<file path="src/rtl/core/cellular_automaton_row_step_defines.svh">
// assertion macros shared by the cellular automaton row step rtl
`ifndef CELLULAR_AUTOMATON_ROW_STEP_DEFINES_SVH
`define CELLULAR_AUTOMATON_ROW_STEP_DEFINES_SVH
`ifndef NO_ASSERTIONS
// checked while out of reset
`define CAROW_ASSERT(label, clk, rst, prop) \
   label: assert property (@(posedge clk) disable iff (rst) prop) \
      else $error("carow assertion failed");
// checked on every edge, reset included
`define CAROW_ASSERT_ALWAYS(label, clk, prop) \
   label: assert property (@(posedge clk) prop) \
      else $error("carow assertion failed");
`else
`define CAROW_ASSERT(label, clk, rst, prop)
`define CAROW_ASSERT_ALWAYS(label, clk, prop)
`endif
`endif

</file>
<file path="src/rtl/core/carow_pkg.sv">
package carow_pkg;

   // fixed field widths
   localparam int NUM_STATES_W = 4;
   localparam int WINDOW_LEN_W = 4;
   localparam int ROW_WIDTH_W  = 10;
   localparam int CSR_DATA_W   = 10;
   localparam int CSR_INDEX_W  = 2;
   localparam int RULE_INDEX_W = 10;
   localparam int CELL_W       = 3;
   localparam int COLUMN_W     = 9;

   // default sizes
   localparam int DEF_RULE_DEPTH = 1024;
   localparam int DEF_MAX_WINDOW = 9;
   localparam int DEF_MAX_COLS   = 512;

   // register reset values
   localparam logic [NUM_STATES_W-1:0] RST_NUM_STATES = 4'd2;
   localparam logic [WINDOW_LEN_W-1:0] RST_WINDOW_LEN = 4'd3;
   localparam logic [ROW_WIDTH_W-1:0]  RST_ROW_WIDTH  = 10'd64;

   // register indexes
   localparam logic [CSR_INDEX_W-1:0] CSR_NUM_STATES = 2'd0;
   localparam logic [CSR_INDEX_W-1:0] CSR_WINDOW_LEN = 2'd1;
   localparam logic [CSR_INDEX_W-1:0] CSR_ROW_WIDTH  = 2'd2;

   // request actions
   localparam logic ACT_RULE = 1'b0;
   localparam logic ACT_CELL = 1'b1;

   typedef struct packed {
      logic                    action;
      logic [RULE_INDEX_W-1:0] rule_index;
      logic [CELL_W-1:0]       cell_value;
   } req_type;

   typedef struct packed {
      logic [COLUMN_W-1:0] column;
      logic [CELL_W-1:0]   next_value;
      logic                last_of_run;
   } rsp_type;

   typedef enum logic [2:0] {
      ST_IDLE,
      ST_SETUP,
      ST_DIGIT,
      ST_READ,
      ST_RESULT
   } state_type;

   // mid: window closes on the cell just received
   // right / left: wrapped columns at the two row ends
   typedef enum logic [1:0] {
      JOB_MID,
      JOB_RIGHT,
      JOB_LEFT
   } job_type;

   typedef struct packed {
      logic start;
      logic step;
   } acc_ctrl_type;

   typedef struct packed {
      logic              push;
      logic [CELL_W-1:0] value;
   } cell_push_type;

endpackage

</file>
<file path="src/rtl/core/carow_rule_mem.sv">
module carow_rule_mem
   import carow_pkg::*;
#(
   parameter int RULE_DEPTH = DEF_RULE_DEPTH
) (
   input  logic                          clock,
   input  logic                          wr_en,
   input  logic [RULE_INDEX_W-1:0]       wr_index,
   input  logic [CELL_W-1:0]             wr_value,
   input  logic                          rd_en,
   input  logic [$clog2(RULE_DEPTH)-1:0] rd_addr,
   output logic [CELL_W-1:0]             rd_value
);

   localparam int IDX_W = $clog2(RULE_DEPTH);
   localparam int RAW_SPAN = 1 << RULE_INDEX_W;
   // compare-subtract steps to bring a raw index below the depth
   localparam int WR_STEPS = (RULE_DEPTH >= RAW_SPAN) ? 0 :
                             $clog2((RAW_SPAN + RULE_DEPTH - 1) / RULE_DEPTH);

   logic [CELL_W-1:0] rule_ram_ff [RULE_DEPTH];
   logic [CELL_W-1:0] rd_value_ff;

   function automatic logic [IDX_W-1:0] fold_index(input logic [RULE_INDEX_W-1:0] raw);
      logic [RULE_INDEX_W:0] v;
      v = {1'b0, raw};
      for (int j = WR_STEPS - 1; j >= 0; j--) begin
         if (32'(v) >= (RULE_DEPTH << j)) begin
            v = v - (RULE_INDEX_W + 1)'(RULE_DEPTH << j);
         end
      end
      return IDX_W'(v);
   endfunction

   always_ff @(posedge clock) begin
      if (wr_en) begin
         rule_ram_ff[fold_index(wr_index)] <= wr_value;
      end
   end

   always_ff @(posedge clock) begin
      if (rd_en) begin
         rd_value_ff <= rule_ram_ff[rd_addr];
      end
   end

   assign rd_value = rd_value_ff;

endmodule

</file>
<file path="src/rtl/core/carow_cell_store.sv">
module carow_cell_store
   import carow_pkg::*;
#(
   parameter int MAX_WINDOW = DEF_MAX_WINDOW,
   parameter int MAX_COLS   = DEF_MAX_COLS
) (
   input  logic                        clock,
   input  logic                        reset,
   input  cell_push_type               push,
   input  logic [$clog2(MAX_COLS)-1:0] head_col,
   input  logic [$clog2(MAX_COLS)-1:0] ref_col,
   input  logic [$clog2(MAX_COLS)-1:0] pos,
   output logic [CELL_W-1:0]           digit
);

   localparam int COL_W = $clog2(MAX_COLS);
   localparam int SEL_W = (MAX_WINDOW > 1) ? $clog2(MAX_WINDOW) : 1;

   // newest cell first
   logic [CELL_W-1:0] window_ff [MAX_WINDOW];
   logic [CELL_W-1:0] window_in [MAX_WINDOW];
   // first cells of the row
   logic [CELL_W-1:0] head_ff [MAX_WINDOW];
   logic [CELL_W-1:0] head_in [MAX_WINDOW];
   logic [COL_W-1:0]  back_off;

   always_comb begin
      window_in = window_ff;
      head_in   = head_ff;
      if (push.push) begin
         for (int i = MAX_WINDOW - 1; i > 0; i--) begin
            window_in[i] = window_ff[i-1];
         end
         window_in[0] = push.value;
         if (32'(head_col) < MAX_WINDOW) begin
            head_in[SEL_W'(head_col)] = push.value;
         end
      end
   end

   always_ff @(posedge clock) begin
      if (reset) begin
         window_ff <= '{default: '0};
         head_ff   <= '{default: '0};
      end else begin
         window_ff <= window_in;
         head_ff   <= head_in;
      end
   end

   // recent cells by distance from the reference column, else the row head
   always_comb begin
      back_off = ref_col - pos;
      if (32'(back_off) < MAX_WINDOW) begin
         digit = window_ff[SEL_W'(back_off)];
      end else if (32'(pos) < MAX_WINDOW) begin
         digit = head_ff[SEL_W'(pos)];
      end else begin
         digit = '0;
      end
   end

endmodule

</file>
<file path="src/rtl/core/carow_index_unit.sv">
module carow_index_unit
   import carow_pkg::*;
#(
   parameter int RULE_DEPTH = DEF_RULE_DEPTH,
   parameter int MAX_WINDOW = DEF_MAX_WINDOW,
   parameter int MAX_COLS   = DEF_MAX_COLS
) (
   input  logic                            clock,
   input  logic                            reset,
   input  acc_ctrl_type                    ctrl,
   input  logic [$clog2(MAX_COLS)-1:0]     col,
   input  logic [$clog2(MAX_COLS+1)-1:0]   width,
   input  logic [$clog2(MAX_WINDOW+1)-1:0] half,
   input  logic [NUM_STATES_W-1:0]         num_states,
   input  logic [CELL_W-1:0]               digit,
   output logic [$clog2(MAX_COLS)-1:0]     pos,
   output logic [$clog2(MAX_WINDOW+1)-1:0] k,
   output logic [$clog2(RULE_DEPTH)-1:0]   idx
);

   localparam int COL_W = $clog2(MAX_COLS);
   localparam int WID_W = $clog2(MAX_COLS + 1);
   localparam int LEN_W = $clog2(MAX_WINDOW + 1);
   localparam int IDX_W = $clog2(RULE_DEPTH);
   localparam int SUM_W = IDX_W + 4;
   localparam int HMAX  = MAX_WINDOW / 2;
   localparam int P_W   = WID_W + 2;

   logic [COL_W-1:0] pos_ff, pos_in;
   logic [LEN_W-1:0] k_ff, k_in;
   logic [IDX_W-1:0] idx_ff, idx_in;
   logic [IDX_W-1:0] pw_ff, pw_in;
   logic [SUM_W-1:0] term;
   logic [SUM_W-1:0] scaled;
   logic [P_W-1:0]   start_p;
   logic [COL_W-1:0] pos_step;

   // operand below sixteen times the depth
   function automatic logic [IDX_W-1:0] reduce(input logic [SUM_W-1:0] v);
      logic [SUM_W-1:0] r;
      r = v;
      for (int j = 3; j >= 0; j--) begin
         if (r >= SUM_W'(RULE_DEPTH << j)) begin
            r = r - SUM_W'(RULE_DEPTH << j);
         end
      end
      return IDX_W'(r);
   endfunction

   always_comb begin
      // leftmost neighbour column, wrapped into the ring
      start_p = P_W'(col) - P_W'(half);
      for (int j = 0; j < HMAX; j++) begin
         if (start_p[P_W-1]) begin
            start_p = start_p + P_W'(width);
         end
      end
      pos_step = (WID_W'(pos_ff) + WID_W'(1) == width) ? '0 : pos_ff + COL_W'(1);
      term     = SUM_W'(idx_ff) + SUM_W'(pw_ff) * SUM_W'(digit);
      scaled   = SUM_W'(pw_ff) * SUM_W'(num_states);
   end

   always_comb begin
      pos_in = pos_ff;
      k_in   = k_ff;
      idx_in = idx_ff;
      pw_in  = pw_ff;
      if (ctrl.start) begin
         pos_in = COL_W'(start_p);
         k_in   = '0;
         idx_in = '0;
         pw_in  = IDX_W'(1);
      end else if (ctrl.step) begin
         pos_in = pos_step;
         k_in   = k_ff + LEN_W'(1);
         idx_in = reduce(term);
         pw_in  = reduce(scaled);
      end
   end

   always_ff @(posedge clock) begin
      if (reset) begin
         pos_ff <= '0;
         k_ff   <= '0;
      end else begin
         pos_ff <= pos_in;
         k_ff   <= k_in;
      end
   end

   always_ff @(posedge clock) begin
      idx_ff <= idx_in;
      pw_ff  <= pw_in;
   end

   assign pos = pos_ff;
   assign k   = k_ff;
   assign idx = idx_ff;

endmodule

</file>
<file path="src/rtl/core/cellular_automaton_row_step.sv">
// One generation step of a one-dimensional cellular automaton with num_states states on a
// ring of row_width cells. Load the rule table first with action 0 requests (one per cycle
// while idle, index folded into the table depth), then send the previous generation's cells
// with action 1 requests, column 0 first. Each new cell is the rule entry indexed by the
// window_len neighbours read as base-num_states digits, leftmost neighbour least
// significant, window starting window_len/2 columns to the left. A column whose window does
// not wrap is returned as soon as its rightmost neighbour arrives; the wrapped columns
// come out after the row's last cell, right end first, then left end, and last_of_run
// marks the final response of each request. Each response passes through a setup step, a
// digit step for each neighbour through the shared multiply-and-fold index unit, a rule
// table read and a load of the output register, which waits while a held response is
// stalled. A cell request that yields no response leaves the block idle. A finished
// response waits in the output register while the next one is computed. Registers may be
// written only while no request is in progress.
`include "cellular_automaton_row_step_defines.svh"

module cellular_automaton_row_step
   import carow_pkg::*;
#(
   parameter int RULE_DEPTH = DEF_RULE_DEPTH,
   parameter int MAX_WINDOW = DEF_MAX_WINDOW,
   parameter int MAX_COLS   = DEF_MAX_COLS
) (
   input  logic                   clock,
   input  logic                   reset,
   // request channel
   input  logic                   req_valid,
   output logic                   req_stall,
   input  req_type                req_data,
   // response channel
   output logic                   rsp_valid,
   input  logic                   rsp_stall,
   output rsp_type                rsp_data,
   // register writes
   input  logic                   csr_we,
   input  logic [CSR_INDEX_W-1:0] csr_index,
   input  logic [CSR_DATA_W-1:0]  csr_wdata
);

   localparam int COL_W = $clog2(MAX_COLS);
   localparam int WID_W = $clog2(MAX_COLS + 1);
   localparam int LEN_W = $clog2(MAX_WINDOW + 1);
   localparam int IDX_W = $clog2(RULE_DEPTH);

   // configuration registers
   logic [NUM_STATES_W-1:0] num_states_ff, num_states_in;
   logic [WINDOW_LEN_W-1:0] window_len_ff, window_len_in;
   logic [ROW_WIDTH_W-1:0]  row_width_ff, row_width_in;

   // sequencer and job registers
   state_type        state_ff, state_in;
   job_type          kind_ff, kind_in;
   logic [COL_W-1:0] col_ff, col_in;
   logic [COL_W-1:0] ref_ff, ref_in;
   logic             row_end_ff, row_end_in;
   logic [COL_W-1:0] count_ff, count_in;

   // output register
   logic             rsp_valid_ff, rsp_valid_in;
   rsp_type          rsp_data_ff, rsp_data_in;
   rsp_type          rsp_next;

   // effective geometry
   logic [WID_W-1:0] w_eff;
   logic [LEN_W-1:0] len_eff;
   logic [LEN_W-1:0] half;
   logic [LEN_W-1:0] right;
   logic [WID_W-1:0] lo;
   logic [WID_W-1:0] hi;

   // request decode
   logic             req_accept;
   logic             cell_accept;
   logic             rule_accept;
   logic [COL_W-1:0] cur_i;
   logic             row_end_now;
   logic             mid_now;
   logic [COL_W-1:0] mid_col;

   // following job
   job_type          sel_kind;
   logic [COL_W-1:0] sel_col;
   logic             sel_row_end;
   logic [WID_W-1:0] c_plus;
   logic             after_has;
   job_type          after_kind;
   logic [COL_W-1:0] after_col;

   // datapath links
   acc_ctrl_type     acc_ctrl;
   cell_push_type    cell_push;
   logic [COL_W-1:0] digit_pos;
   logic [LEN_W-1:0] digit_k;
   logic [IDX_W-1:0] rule_addr;
   logic [CELL_W-1:0] digit;
   logic             digit_last;
   logic             mem_we;
   logic             mem_re;
   logic [CELL_W-1:0] rule_value;
   logic             rsp_free;
   logic             rsp_load;

   // ---------------------------------------------------------------------------------------
   // configuration
   // ---------------------------------------------------------------------------------------
   always_comb begin
      num_states_in = num_states_ff;
      window_len_in = window_len_ff;
      row_width_in  = row_width_ff;
      if (csr_we) begin
         unique case (csr_index)
            CSR_NUM_STATES: num_states_in = NUM_STATES_W'(csr_wdata);
            CSR_WINDOW_LEN: window_len_in = WINDOW_LEN_W'(csr_wdata);
            CSR_ROW_WIDTH:  row_width_in  = ROW_WIDTH_W'(csr_wdata);
            default: begin
               // unused index, write dropped
            end
         endcase
      end
   end

   always_ff @(posedge clock) begin
      if (reset) begin
         num_states_ff <= RST_NUM_STATES;
         window_len_ff <= RST_WINDOW_LEN;
         row_width_ff  <= RST_ROW_WIDTH;
      end else begin
         num_states_ff <= num_states_in;
         window_len_ff <= window_len_in;
         row_width_ff  <= row_width_in;
      end
   end

   // ---------------------------------------------------------------------------------------
   // effective geometry: zero acts as one, oversize saturates
   // ---------------------------------------------------------------------------------------
   always_comb begin
      if (row_width_ff == '0) begin
         w_eff = WID_W'(1);
      end else if (32'(row_width_ff) > MAX_COLS) begin
         w_eff = WID_W'(MAX_COLS);
      end else begin
         w_eff = WID_W'(row_width_ff);
      end

      if (window_len_ff == '0) begin
         len_eff = LEN_W'(1);
      end else if (32'(window_len_ff) > MAX_WINDOW) begin
         len_eff = LEN_W'(MAX_WINDOW);
      end else begin
         len_eff = LEN_W'(window_len_ff);
      end

      half  = len_eff >> 1;
      right = len_eff - LEN_W'(1) - half;
      // first wrapped column at the right end, and count of wrapped columns at the left
      lo = (w_eff >= WID_W'(right)) ? w_eff - WID_W'(right) : '0;
      hi = (WID_W'(half) < lo) ? WID_W'(half) : lo;
   end

   // ---------------------------------------------------------------------------------------
   // request decode
   // ---------------------------------------------------------------------------------------
   assign req_accept  = req_valid && !req_stall;
   assign cell_accept = req_accept && (req_data.action == ACT_CELL);
   assign rule_accept = req_accept && (req_data.action == ACT_RULE);

   always_comb begin
      // a count beyond a lowered width counts as the row's last cell
      cur_i = (32'(count_ff) > 32'(w_eff) - 1) ? COL_W'(w_eff - WID_W'(1)) : count_ff;
      row_end_now = (32'(cur_i) == 32'(w_eff) - 1);
      mid_now     = (32'(cur_i) + 1 >= 32'(len_eff));
      mid_col     = cur_i - COL_W'(right);
   end

   // ---------------------------------------------------------------------------------------
   // job after the current one: mid column, right end ascending, left end ascending
   // ---------------------------------------------------------------------------------------
   always_comb begin
      sel_kind    = (state_ff == ST_IDLE) ? JOB_MID : kind_ff;
      sel_col     = col_ff;
      sel_row_end = (state_ff == ST_IDLE) ? row_end_now : row_end_ff;
      c_plus      = WID_W'(sel_col) + WID_W'(1);
      after_has   = 1'b0;
      after_kind  = JOB_MID;
      after_col   = '0;
      case (sel_kind)
         JOB_MID: begin
            if (sel_row_end && (lo < w_eff)) begin
               after_has  = 1'b1;
               after_kind = JOB_RIGHT;
               after_col  = COL_W'(lo);
            end else if (sel_row_end && (hi != '0)) begin
               after_has  = 1'b1;
               after_kind = JOB_LEFT;
            end
         end
         JOB_RIGHT: begin
            if (c_plus < w_eff) begin
               after_has  = 1'b1;
               after_kind = JOB_RIGHT;
               after_col  = COL_W'(c_plus);
            end else if (hi != '0) begin
               after_has  = 1'b1;
               after_kind = JOB_LEFT;
            end
         end
         JOB_LEFT: begin
            if (c_plus < hi) begin
               after_has  = 1'b1;
               after_kind = JOB_LEFT;
               after_col  = COL_W'(c_plus);
            end
         end
         default: begin
            after_has = 1'b0;
         end
      endcase
   end

   // ---------------------------------------------------------------------------------------
   // sequencer
   // ---------------------------------------------------------------------------------------
   assign digit_last = (32'(digit_k) + 1 == 32'(len_eff));
   assign rsp_free   = !rsp_valid_ff || !rsp_stall;

   always_comb begin
      state_in = state_ff;
      unique case (state_ff)
         ST_IDLE: begin
            if (cell_accept && (mid_now || after_has)) begin
               state_in = ST_SETUP;
            end
         end
         ST_SETUP: state_in = ST_DIGIT;
         ST_DIGIT: begin
            if (digit_last) begin
               state_in = ST_READ;
            end
         end
         ST_READ: state_in = ST_RESULT;
         ST_RESULT: begin
            if (rsp_free) begin
               state_in = after_has ? ST_SETUP : ST_IDLE;
            end
         end
         default: state_in = ST_IDLE;
      endcase
   end

   always_comb begin
      req_stall       = (state_ff != ST_IDLE);
      mem_we          = rule_accept;
      cell_push.push  = cell_accept;
      cell_push.value = req_data.cell_value;
      acc_ctrl.start  = (state_ff == ST_SETUP);
      acc_ctrl.step   = (state_ff == ST_DIGIT);
      mem_re          = (state_ff == ST_READ);
      rsp_load        = (state_ff == ST_RESULT) && rsp_free;
   end

   // job registers
   always_comb begin
      kind_in    = kind_ff;
      col_in     = col_ff;
      ref_in     = ref_ff;
      row_end_in = row_end_ff;
      count_in   = count_ff;
      if (cell_accept) begin
         row_end_in = row_end_now;
         ref_in     = cur_i;
         count_in   = row_end_now ? '0 : cur_i + COL_W'(1);
         if (mid_now) begin
            kind_in = JOB_MID;
            col_in  = mid_col;
         end else begin
            kind_in = after_kind;
            col_in  = after_col;
         end
      end else if (rsp_load && after_has) begin
         kind_in = after_kind;
         col_in  = after_col;
      end
   end

   always_ff @(posedge clock) begin
      if (reset) begin
         state_ff   <= ST_IDLE;
         row_end_ff <= 1'b0;
         count_ff   <= '0;
      end else begin
         state_ff   <= state_in;
         row_end_ff <= row_end_in;
         count_ff   <= count_in;
      end
   end

   always_ff @(posedge clock) begin
      kind_ff <= kind_in;
      col_ff  <= col_in;
      ref_ff  <= ref_in;
   end

   // ---------------------------------------------------------------------------------------
   // datapath
   // ---------------------------------------------------------------------------------------
   carow_cell_store #(
      .MAX_WINDOW (MAX_WINDOW),
      .MAX_COLS   (MAX_COLS)
   ) u_cell_store (
      .clock    (clock),
      .reset    (reset),
      .push     (cell_push),
      .head_col (cur_i),
      .ref_col  (ref_ff),
      .pos      (digit_pos),
      .digit    (digit)
   );

   carow_index_unit #(
      .RULE_DEPTH (RULE_DEPTH),
      .MAX_WINDOW (MAX_WINDOW),
      .MAX_COLS   (MAX_COLS)
   ) u_index_unit (
      .clock      (clock),
      .reset      (reset),
      .ctrl       (acc_ctrl),
      .col        (col_ff),
      .width      (w_eff),
      .half       (half),
      .num_states (num_states_ff),
      .digit      (digit),
      .pos        (digit_pos),
      .k          (digit_k),
      .idx        (rule_addr)
   );

   // table writes happen only in idle and reads only mid-job, so they never meet
   carow_rule_mem #(
      .RULE_DEPTH (RULE_DEPTH)
   ) u_rule_mem (
      .clock    (clock),
      .wr_en    (mem_we),
      .wr_index (req_data.rule_index),
      .wr_value (req_data.cell_value),
      .rd_en    (mem_re),
      .rd_addr  (rule_addr),
      .rd_value (rule_value)
   );

   // ---------------------------------------------------------------------------------------
   // output register
   // ---------------------------------------------------------------------------------------
   always_comb begin
      rsp_next.column      = COLUMN_W'(col_ff);
      rsp_next.next_value  = rule_value;
      rsp_next.last_of_run = !after_has;
      rsp_data_in  = rsp_load ? rsp_next : rsp_data_ff;
      rsp_valid_in = rsp_load ? 1'b1 : (rsp_stall ? rsp_valid_ff : 1'b0);
   end

   always_ff @(posedge clock) begin
      if (reset) begin
         rsp_valid_ff <= 1'b0;
      end else begin
         rsp_valid_ff <= rsp_valid_in;
      end
   end

   always_ff @(posedge clock) begin
      rsp_data_ff <= rsp_data_in;
   end

   assign rsp_valid = rsp_valid_ff;
   assign rsp_data  = rsp_data_ff;

   // ---------------------------------------------------------------------------------------
   // checks
   // ---------------------------------------------------------------------------------------
   `CAROW_ASSERT(a_read_then_result, clock, reset, (state_ff == ST_READ) |=> (state_ff == ST_RESULT))
   `CAROW_ASSERT(a_digit_in_window, clock, reset, (state_ff == ST_DIGIT) |-> (32'(digit_k) < 32'(len_eff)))
   `CAROW_ASSERT(a_last_ends_run, clock, reset, (rsp_load && rsp_next.last_of_run) |=> (state_ff == ST_IDLE))
   `CAROW_ASSERT(a_no_rw_overlap, clock, reset, !(mem_we && mem_re))
   `CAROW_ASSERT_ALWAYS(a_reset_clears, clock, reset |=> (!rsp_valid && (state_ff == ST_IDLE)))

endmodule

</file>
<file path="config.mk">
export PLATFORM = sky130hd
export DESIGN_NAME = cellular_automaton_row_step
export DESIGN_NICKNAME = d
export VERILOG_FILES = /design/src/rtl/core/carow_pkg.sv /design/src/rtl/core/carow_rule_mem.sv /design/src/rtl/core/carow_cell_store.sv /design/src/rtl/core/carow_index_unit.sv /design/src/rtl/core/cellular_automaton_row_step.sv
export VERILOG_INCLUDE_DIRS = /design/src /design/src/rtl/core
export SDC_FILE = /design/constraint.sdc
export NUM_CORES = 2
export LEC_CHECK = 0
export BUFFER_PORTS_ARGS = -buffer_cell sky130_fd_sc_hd__buf_4
export CORE_AREA = 8 8 377 655
export CTS_BUF_LIST = sky130_fd_sc_hd__clkbuf_4 sky130_fd_sc_hd__clkbuf_8 sky130_fd_sc_hd__clkbuf_16
export DETAILED_ROUTE_END_ITERATION = 8
export DIE_AREA = 0 0 385 663
export PLACE_DENSITY = 0.82
export SYNTH_ARGS = -nofsm -noshare
export SYNTH_HDL_FRONTEND = slang
export SYNTH_SLANG_ARGS = --single-unit
export TNS_END_PERCENT = 50
</file>
<file path="constraint.sdc">
create_clock -name clock -period 7.6 [get_ports clock]
set_clock_uncertainty 0.15 [all_clocks]
set_input_delay 0.76 -clock clock [delete_from_list [all_inputs] [get_ports clock]]
set_output_delay 0.76 -clock clock [all_outputs]
set_load 0.05 [all_outputs]
</file>
Yosys cells after proc, flatten, opt, wreduce, memory -nomap -nowiden
Memories as Yosys holds them, arrays and structs flattened. A register that Yosys moved wholly into a read port is not among the register bits.
Cells that the tools add are included.
{"block": "totals", "register_bits": 152, "ramBits": 3072, "input_bits": 31, "output_inout_bits": 15, "memories": 1}
{"block": "op_classes", "addsub": 28, "n_mul": 2, "n_lt_le_gt_ge": 24, "eq_ne": 15, "n_mux": 79, "bitwise_logic": 4, "n_reduce_logical": 30}
{"name": "u_rule_mem.rule_ram_ff", "depth": 1024, "width": 3, "read_ports": 1, "rd_clocked_by_memory_dff": 1, "wr": 1, "line": "carow_rule_mem.sv:21", "rtl": "logic [CELL_W-1:0] rule_ram_ff [RULE_DEPTH];"}
{"op": "14-bit two-way mux", "n": 18}
{"op": "9-bit two-way mux", "n": 12}
{"op": "10-bit two-way mux", "n": 6}
{"op": "12-bit by 10-bit adder with 12-bit output", "n": 3}
{"op": "12-bit two-way mux", "n": 3}
{"op": "9-bit by 32-bit == test with 1-bit output", "n": 1}
{"op": "9-bit by 32-bit greater-than comparator with 1-bit output", "n": 1}
{"op": "9-bit by 1-bit adder with 10-bit output (second input constant)", "n": 3}
{"op": "10-bit < comparator", "n": 3}
{"op": "3-bit two-way mux", "n": 10}
{"op": "14-bit by 11-bit >= comparator with 1-bit output (second input constant)", "n": 2}
{"op": "14-bit by 12-bit >= comparator with 1-bit output (second input constant)", "n": 2}
{"op": "14-bit by 13-bit >= comparator with 1-bit output (second input constant)", "n": 2}
{"op": "14-bit >= comparator (second input constant)", "n": 2}
{"op": "14-bit by 12-bit subtractor with 14-bit output (second input constant)", "n": 2}
{"op": "14-bit by 13-bit subtractor with 14-bit output (second input constant)", "n": 2}
{"op": "14-bit subtractor (second input constant)", "n": 2}
{"op": "27-bit bitwise mux", "n": 1}
{"op": "9-bit by 4-bit < comparator with 1-bit output (second input constant)", "n": 3}
{"op": "9-bit one-hot mux with 3 select lines", "n": 1}
{"op": "3-bit binary-select mux with 4-bit select", "n": 2}
{"op": "10-bit by 4-bit >= comparator with 1-bit output", "n": 2}
{"op": "10-bit by 1-bit subtractor with 10-bit output (second input constant)", "n": 2}
{"op": "9-bit by 1-bit adder with 9-bit output (second input constant)", "n": 2}
{"op": "other kinds (50)", "n": 95}

Longest topological paths before layout
{"block": "logic_depth", "depth_word": 22, "mapped_depth": 34, "mapped_depth_nobuf": 33}

Modules after synthesis
From an unflattened synthesis, not the netlist that was laid out.
{"block": "hier_totals", "hier_cells": 8202, "hier_area_um2": 137767.1}
{"mod": "carow_rule_mem", "instances": 1, "cells_each": 6544, "area_per_inst_um2": 123732.4, "seq_area_each_um2": 92338.6}
{"mod": "cellular_automaton_row_step", "instances": 1, "cells_each": 669, "area_per_inst_um2": 5632.9, "seq_area_each_um2": 1631.6}
{"mod": "carow_index_unit", "instances": 1, "cells_each": 677, "area_per_inst_um2": 5512.8, "seq_area_each_um2": 660.6}
{"mod": "carow_cell_store", "instances": 1, "cells_each": 312, "area_per_inst_um2": 2889.0, "seq_area_each_um2": 1081.0}

Worst setup path before layout
Ideal clock, no wire load.
{"block": "synth_timing", "kind": "flip-flop to flip-flop", "start": "reg window_len_ff[1]", "end": "reg u_index_unit.pos_ff[8] (netlist: u_index_unit.pos[8])", "setup_time_ns": 0.095, "arrival_ns": 6.952, "required_time_ns": 7.355, "path_slack_ns": 0.403, "path_stages_with_launch": 32, "synth_period_minus_slack_ns": 7.197, "path_cell_list": "dfxtp_1 clkbuf_1 nor2b_1 nand2_1 fa_1 a211oi_1 nand2_1 or3_1 xnor2_1 ha_1 and2_1 a31oi_1 o21ai_1 clkbuf_1 clkbuf_1 nand2_1 o21ai_0 ha_1 inv_1 fa_1 mux2_2 o21ai_0 fa_1 a21o_1 a21oi_1 o21bai_1 a21oi_1 o21ai_0 xnor2_1 a211oi_2 xnor2_1 a221oi_1"}
{"block": "synth_via", "elab_chain_len": 13}
{"element": "start, declared", "line": "cellular_automaton_row_step.sv:47", "rtl": "logic [WINDOW_LEN_W-1:0] window_len_ff, window_len_in;"}
{"element": "start signal, assigned", "line": "cellular_automaton_row_step.sv:129", "rtl": "window_len_ff <= window_len_in;"}
{"element": "4-bit greater-than comparator", "line": "cellular_automaton_row_step.sv:148", "rtl": "end else if (32'(window_len_ff) > MAX_WINDOW) begin"}
{"element": "4-bit two-way mux", "line": "cellular_automaton_row_step.sv:148"}
{"element": "4-bit two-way mux (*)", "line": "cellular_automaton_row_step.sv:146", "rtl": "if (window_len_ff == '0) begin"}
{"element": "9-bit by 3-bit subtractor with 10-bit output (*)", "line": "carow_index_unit.sv:52", "rtl": "start_p = P_W'(col) - P_W'(half);"}
{"element": "12-bit by 10-bit adder with 12-bit output", "line": "carow_index_unit.sv:55", "rtl": "start_p = start_p + P_W'(width);"}
{"element": "12-bit two-way mux (*)", "line": "carow_index_unit.sv:54", "rtl": "if (start_p[P_W-1]) begin"}
{"element": "12-bit by 10-bit adder with 12-bit output", "line": "carow_index_unit.sv:55"}
{"element": "12-bit two-way mux (*)", "line": "carow_index_unit.sv:54"}
{"element": "12-bit by 10-bit adder with 12-bit output", "line": "carow_index_unit.sv:55"}
{"element": "12-bit two-way mux (*)", "line": "carow_index_unit.sv:54"}
{"element": "9-bit adder", "line": "carow_index_unit.sv:55"}
{"element": "9-bit two-way mux (*)", "line": "carow_index_unit.sv:54"}
{"element": "9-bit two-way mux (*)", "line": "carow_index_unit.sv:68", "rtl": "if (ctrl.start) begin"}
{"element": "end signal, assigned", "line": "carow_index_unit.sv:86", "rtl": "pos_ff <= pos_in;"}
{"element": "end, declared", "line": "carow_index_unit.sv:29", "rtl": "logic [COL_W-1:0] pos_ff, pos_in;"}
Every way passes the cells marked *; elsewhere a longest branch is shown, timed or not.
A chain may end at the register's enable or synchronous reset.

Final worst setup path
{"block": "layout_timing", "start": "reg window_len_ff[3]", "end": "reg u_index_unit.pos_ff[8] (netlist: u_index_unit.pos[8])"}
The elaborated chain is that of the path after synthesis.

==> impl_metrics.ini <==
[status]
run_status = finished, final reports clean

[logic_synthesis]
syn-instance-count = 7358
synth-edff-count = 3108
seq_area_frac_synth = 0.710
ys_top_cells_by_area = sky130_fd_sc_hd__edfxtp_1 69%, sky130_fd_sc_hd__mux4_2 16%, sky130_fd_sc_hd__nor2_1 3.2%, sky130_fd_sc_hd__dfxtp_1 1.8%, sky130_fd_sc_hd__ha_1 1.1%
yosys_register_bits = 3227
yosys.cell_types.count = 93
mean_post_synth_cell_area_um2 = 18.3
netlist.top_cell.by_area = sky130_fd_sc_hd__edfxtp_1
most_common_flop_cell_mapped_by_yosys = sky130_fd_sc_hd__edfxtp_1
synth_async_sr_flop_share = 0
synth_area_um2 = 135000
synth_top_area_share = 0.692
synth_warnings = 0

[min_path]
hold_path_class = in2reg
worst_hold_path.num_cells = 3
min_from = csr_wdata[3]

[grt]
grt_pass1_wl_mm = 539
groute.usage.overall = 0.289
number_of_global_route_vias_before_repair = 77700
gr-total-overflow = 0
grt_antenna_before_repair = 7
grt_start_max_net_pins = 210

[clock_tree]
clkSinkCount = 3227
clk_path_buf_depth = 4
worst_skew_pair.late_latency_ps = 880
tritoncts = yes
reg_clk_slew_reported_paths_ps = 60
clk_root_buffer_cell = sky130_fd_sc_hd__clkbuf_16
tritoncts.num_buffers = 270
cts-htree-levels = 5

[run]
max_cap_viol_count = 0

[layout]
nNetsFinal = 7528
layout_common_cells = 3,108 x sky130_fd_sc_hd__edfxtp_1, 1,148 x sky130_fd_sc_hd__nor2_1, 972 x sky130_fd_sc_hd__mux4_2
drive_gt1_frac = 0.226
mostFrequentLayoutCell = sky130_fd_sc_hd__edfxtp_1
post-route-util = 0.622
area_delta_synth_final_pct = 9.60

[detailed_routing]
first_iter_violations = 9879
post_drt_wl_per_cell_um = 35.3
dr.pass1.iters = 9
detailroute.via_count = 75000
routed_wl_mm = 376
route.antenna.remaining_nets = 0
vias_per_cell = 7.04
drc = 0

[place]
place.gp.congestion = 0.962
placed_wire_length_estimate_mm = 199
port_buffers = 45

[sta]
maxSlewViolCount = 0
report.final.setup_viol = 0
post-route-min-period_ps = 7090
tightestPinTransition_ps = 1400
slew_headroom = 0.0694
fmaxAchievable_mhz = 141
holdWs_ps = 89.5
hold_viol_final = 0
timing.final.crit_share = 0.933

[critical_path]
worst_r2r_path_depth = 30
timing.rr.start = window_len_ff[3]
cp-start-kind = flip-flop
worst-path-max-fanout = 7
arrival_time_at_the_worst_endpoint_ps = 7690
cpMaxStageDelayCell = sky130_fd_sc_hd__or4_1
data_required_time_of_the_worst_path_ps = 8200
critical-path-max-stage-delay_ps = 550
cp-end-kind = flip-flop
worstSetupStartpoint = window_len_ff[3]
path_class = reg2reg

[power]
power.static_leakage_nw = 45.2
p_per_area_nw_per_um2 = 289
power.ir.vdd_worst_mv = 0.204

[floorplan]
std_cell_rows = 237
io_pins = 46
floorplan.initialDensity = 0.568
area_of_the_die_um2 = 255000
die_x_um = 385
dieHeight_um = 663
design.core.area_um2 = 238000
==> per-stage QoR <==
step           area (µm²)  TNS (ps)  cells  power [mW]  setup WS [ps]
2_1_floorplan      135000         0   7366        25.6            403
3_3_place_gp       139000         0  10200        28.1           43.3
3_5_place_dp       139000         0  10200        28.3           29.7
4_1_cts            148000         0  10600        42.7           10.6
5_1_grt            148000     -1.09  10600        43.5          -1.09
6_report           148000         0  10700        42.8            510
==> synth_stat cells, types with 11 or more instances <==
master,n
sky130_fd_sc_hd__a211oi_1,24
sky130_fd_sc_hd__a21o_1,33
sky130_fd_sc_hd__a21oi_1,122
sky130_fd_sc_hd__a221oi_1,38
sky130_fd_sc_hd__a22o_1,43
sky130_fd_sc_hd__a22oi_1,37
sky130_fd_sc_hd__a31oi_1,16
sky130_fd_sc_hd__and2_1,25
sky130_fd_sc_hd__and3_1,14
sky130_fd_sc_hd__buf_1,26
sky130_fd_sc_hd__buf_2,80
sky130_fd_sc_hd__buf_4,25
sky130_fd_sc_hd__buf_6,13
sky130_fd_sc_hd__clkbuf_1,361
sky130_fd_sc_hd__dfxtp_1,119
sky130_fd_sc_hd__edfxtp_1,3108
sky130_fd_sc_hd__fa_1,36
sky130_fd_sc_hd__ha_1,123
sky130_fd_sc_hd__inv_1,103
sky130_fd_sc_hd__mux2i_1,72
sky130_fd_sc_hd__mux4_2,972
sky130_fd_sc_hd__nand2_1,267
sky130_fd_sc_hd__nand3_1,63
sky130_fd_sc_hd__nor2_1,1150
sky130_fd_sc_hd__nor2b_1,16
sky130_fd_sc_hd__nor3_1,32
sky130_fd_sc_hd__nor3b_1,14
sky130_fd_sc_hd__nor4_1,11
sky130_fd_sc_hd__o211ai_1,12
sky130_fd_sc_hd__o21a_1,11
sky130_fd_sc_hd__o21ai_0,77
sky130_fd_sc_hd__o21bai_1,13
sky130_fd_sc_hd__o22ai_1,22
sky130_fd_sc_hd__or3_1,15
sky130_fd_sc_hd__xnor2_1,71
sky130_fd_sc_hd__xor2_1,32
==> where the power goes <==
group	internal (mW)	switching [mW]	total (mW)
combinational	3.73	4.73	8.46
clock	7.94	6.57	14.5
sequential	19.5	0.255	19.8
total	31.2	11.6	42.8
==> per-layer routing <==
metal | global-route usage | routed length, µm | up-vias
li1 | - | - | 29200
met1 | 0.331 | 116000 | 38400
met2 | 0.489 | 191000 | 6010
met3 | 0.0544 | 36700 | 1499
met4 | 0.203 | 32300 | 10
met5 | 0 | 52 | -
==> cells by family (layout without fill, tap and decap cells) <==
group / Yosys count / in the layout / synth area share
xor gates and xnor gates: 105 / 105 / 0.00703
and+or+nand+nor: 1673 / 1673 / 0.0513
AOI/OAI and AO/OA: 526 / 526 / 0.0268
muxes: 1056 / 1056 / 0.169
DFF: 3227 / 3227 / 0.710
adders and majority gates: 160 / 160 / 0.0168
buffers and inverters: 610 / 784 / 0.0192
other: 1 / 15 / 0.0000278
==> worst max-delay path, delay by kind of cell, from the launching register on <==
kind,cells,cell delay [ps]
compound gates,14,2770
fa+ha+maj,4,1360
xor+xnor,3,540
simple gates,8,1610
buf+inv,1,190
flops,1,370
==> final cells by class <==
type,count,area [µm²]
Sequential cell,3227,95700
Fill cell,14500,89800
Multi-Input combinational cell,3529,36900
Clock buffer,335,7480
Tap cell,3107,3890
Timing Repair Buffer,205,1910
Clock inverter,139,1440
Inverter,105,399
Antenna cell,6,15.0
==> worst paths after layout <==
path | slack [ps] | end
worst max-delay path | 510 | u_index_unit.pos[8]
worst min-delay path | 90 | row_width_ff[3]
worst max register to register | 510 | u_index_unit.pos[8]
worst min register to register | 290 | u_cell_store.window_ff[9]
==> flip-flops by register name (all words and copies together), names as in the netlist <==
register	flops
row_end_ff	1
count_ff	9
rsp_data	13
kind_ff	2
u_index_unit.idx	10
u_index_unit.pos	9
state_ff	3
ref_ff	9
u_index_unit.pw_ff	10
rsp_valid	1
u_index_unit.k	4
num_states_ff	4
u_cell_store.head_ff	27
row_width_ff	10
u_rule_mem.rd_value	3
u_cell_store.window_ff	27
u_rule_mem.rule_ram_ff	3072
col_ff	9
window_len_ff	4
==> timing repair <==
| action | CTS | global route |
|---|---|---|
| buffers inserted | 0 | 1 |
| endpoints found under the setup margin | 0 | 4 |
| hold buffers | 6 | 0 |
| hold endpoints to repair | 6 | 0 |
| resized for setup | 0 | 14 |
Power figures use the tool's default switching activity.
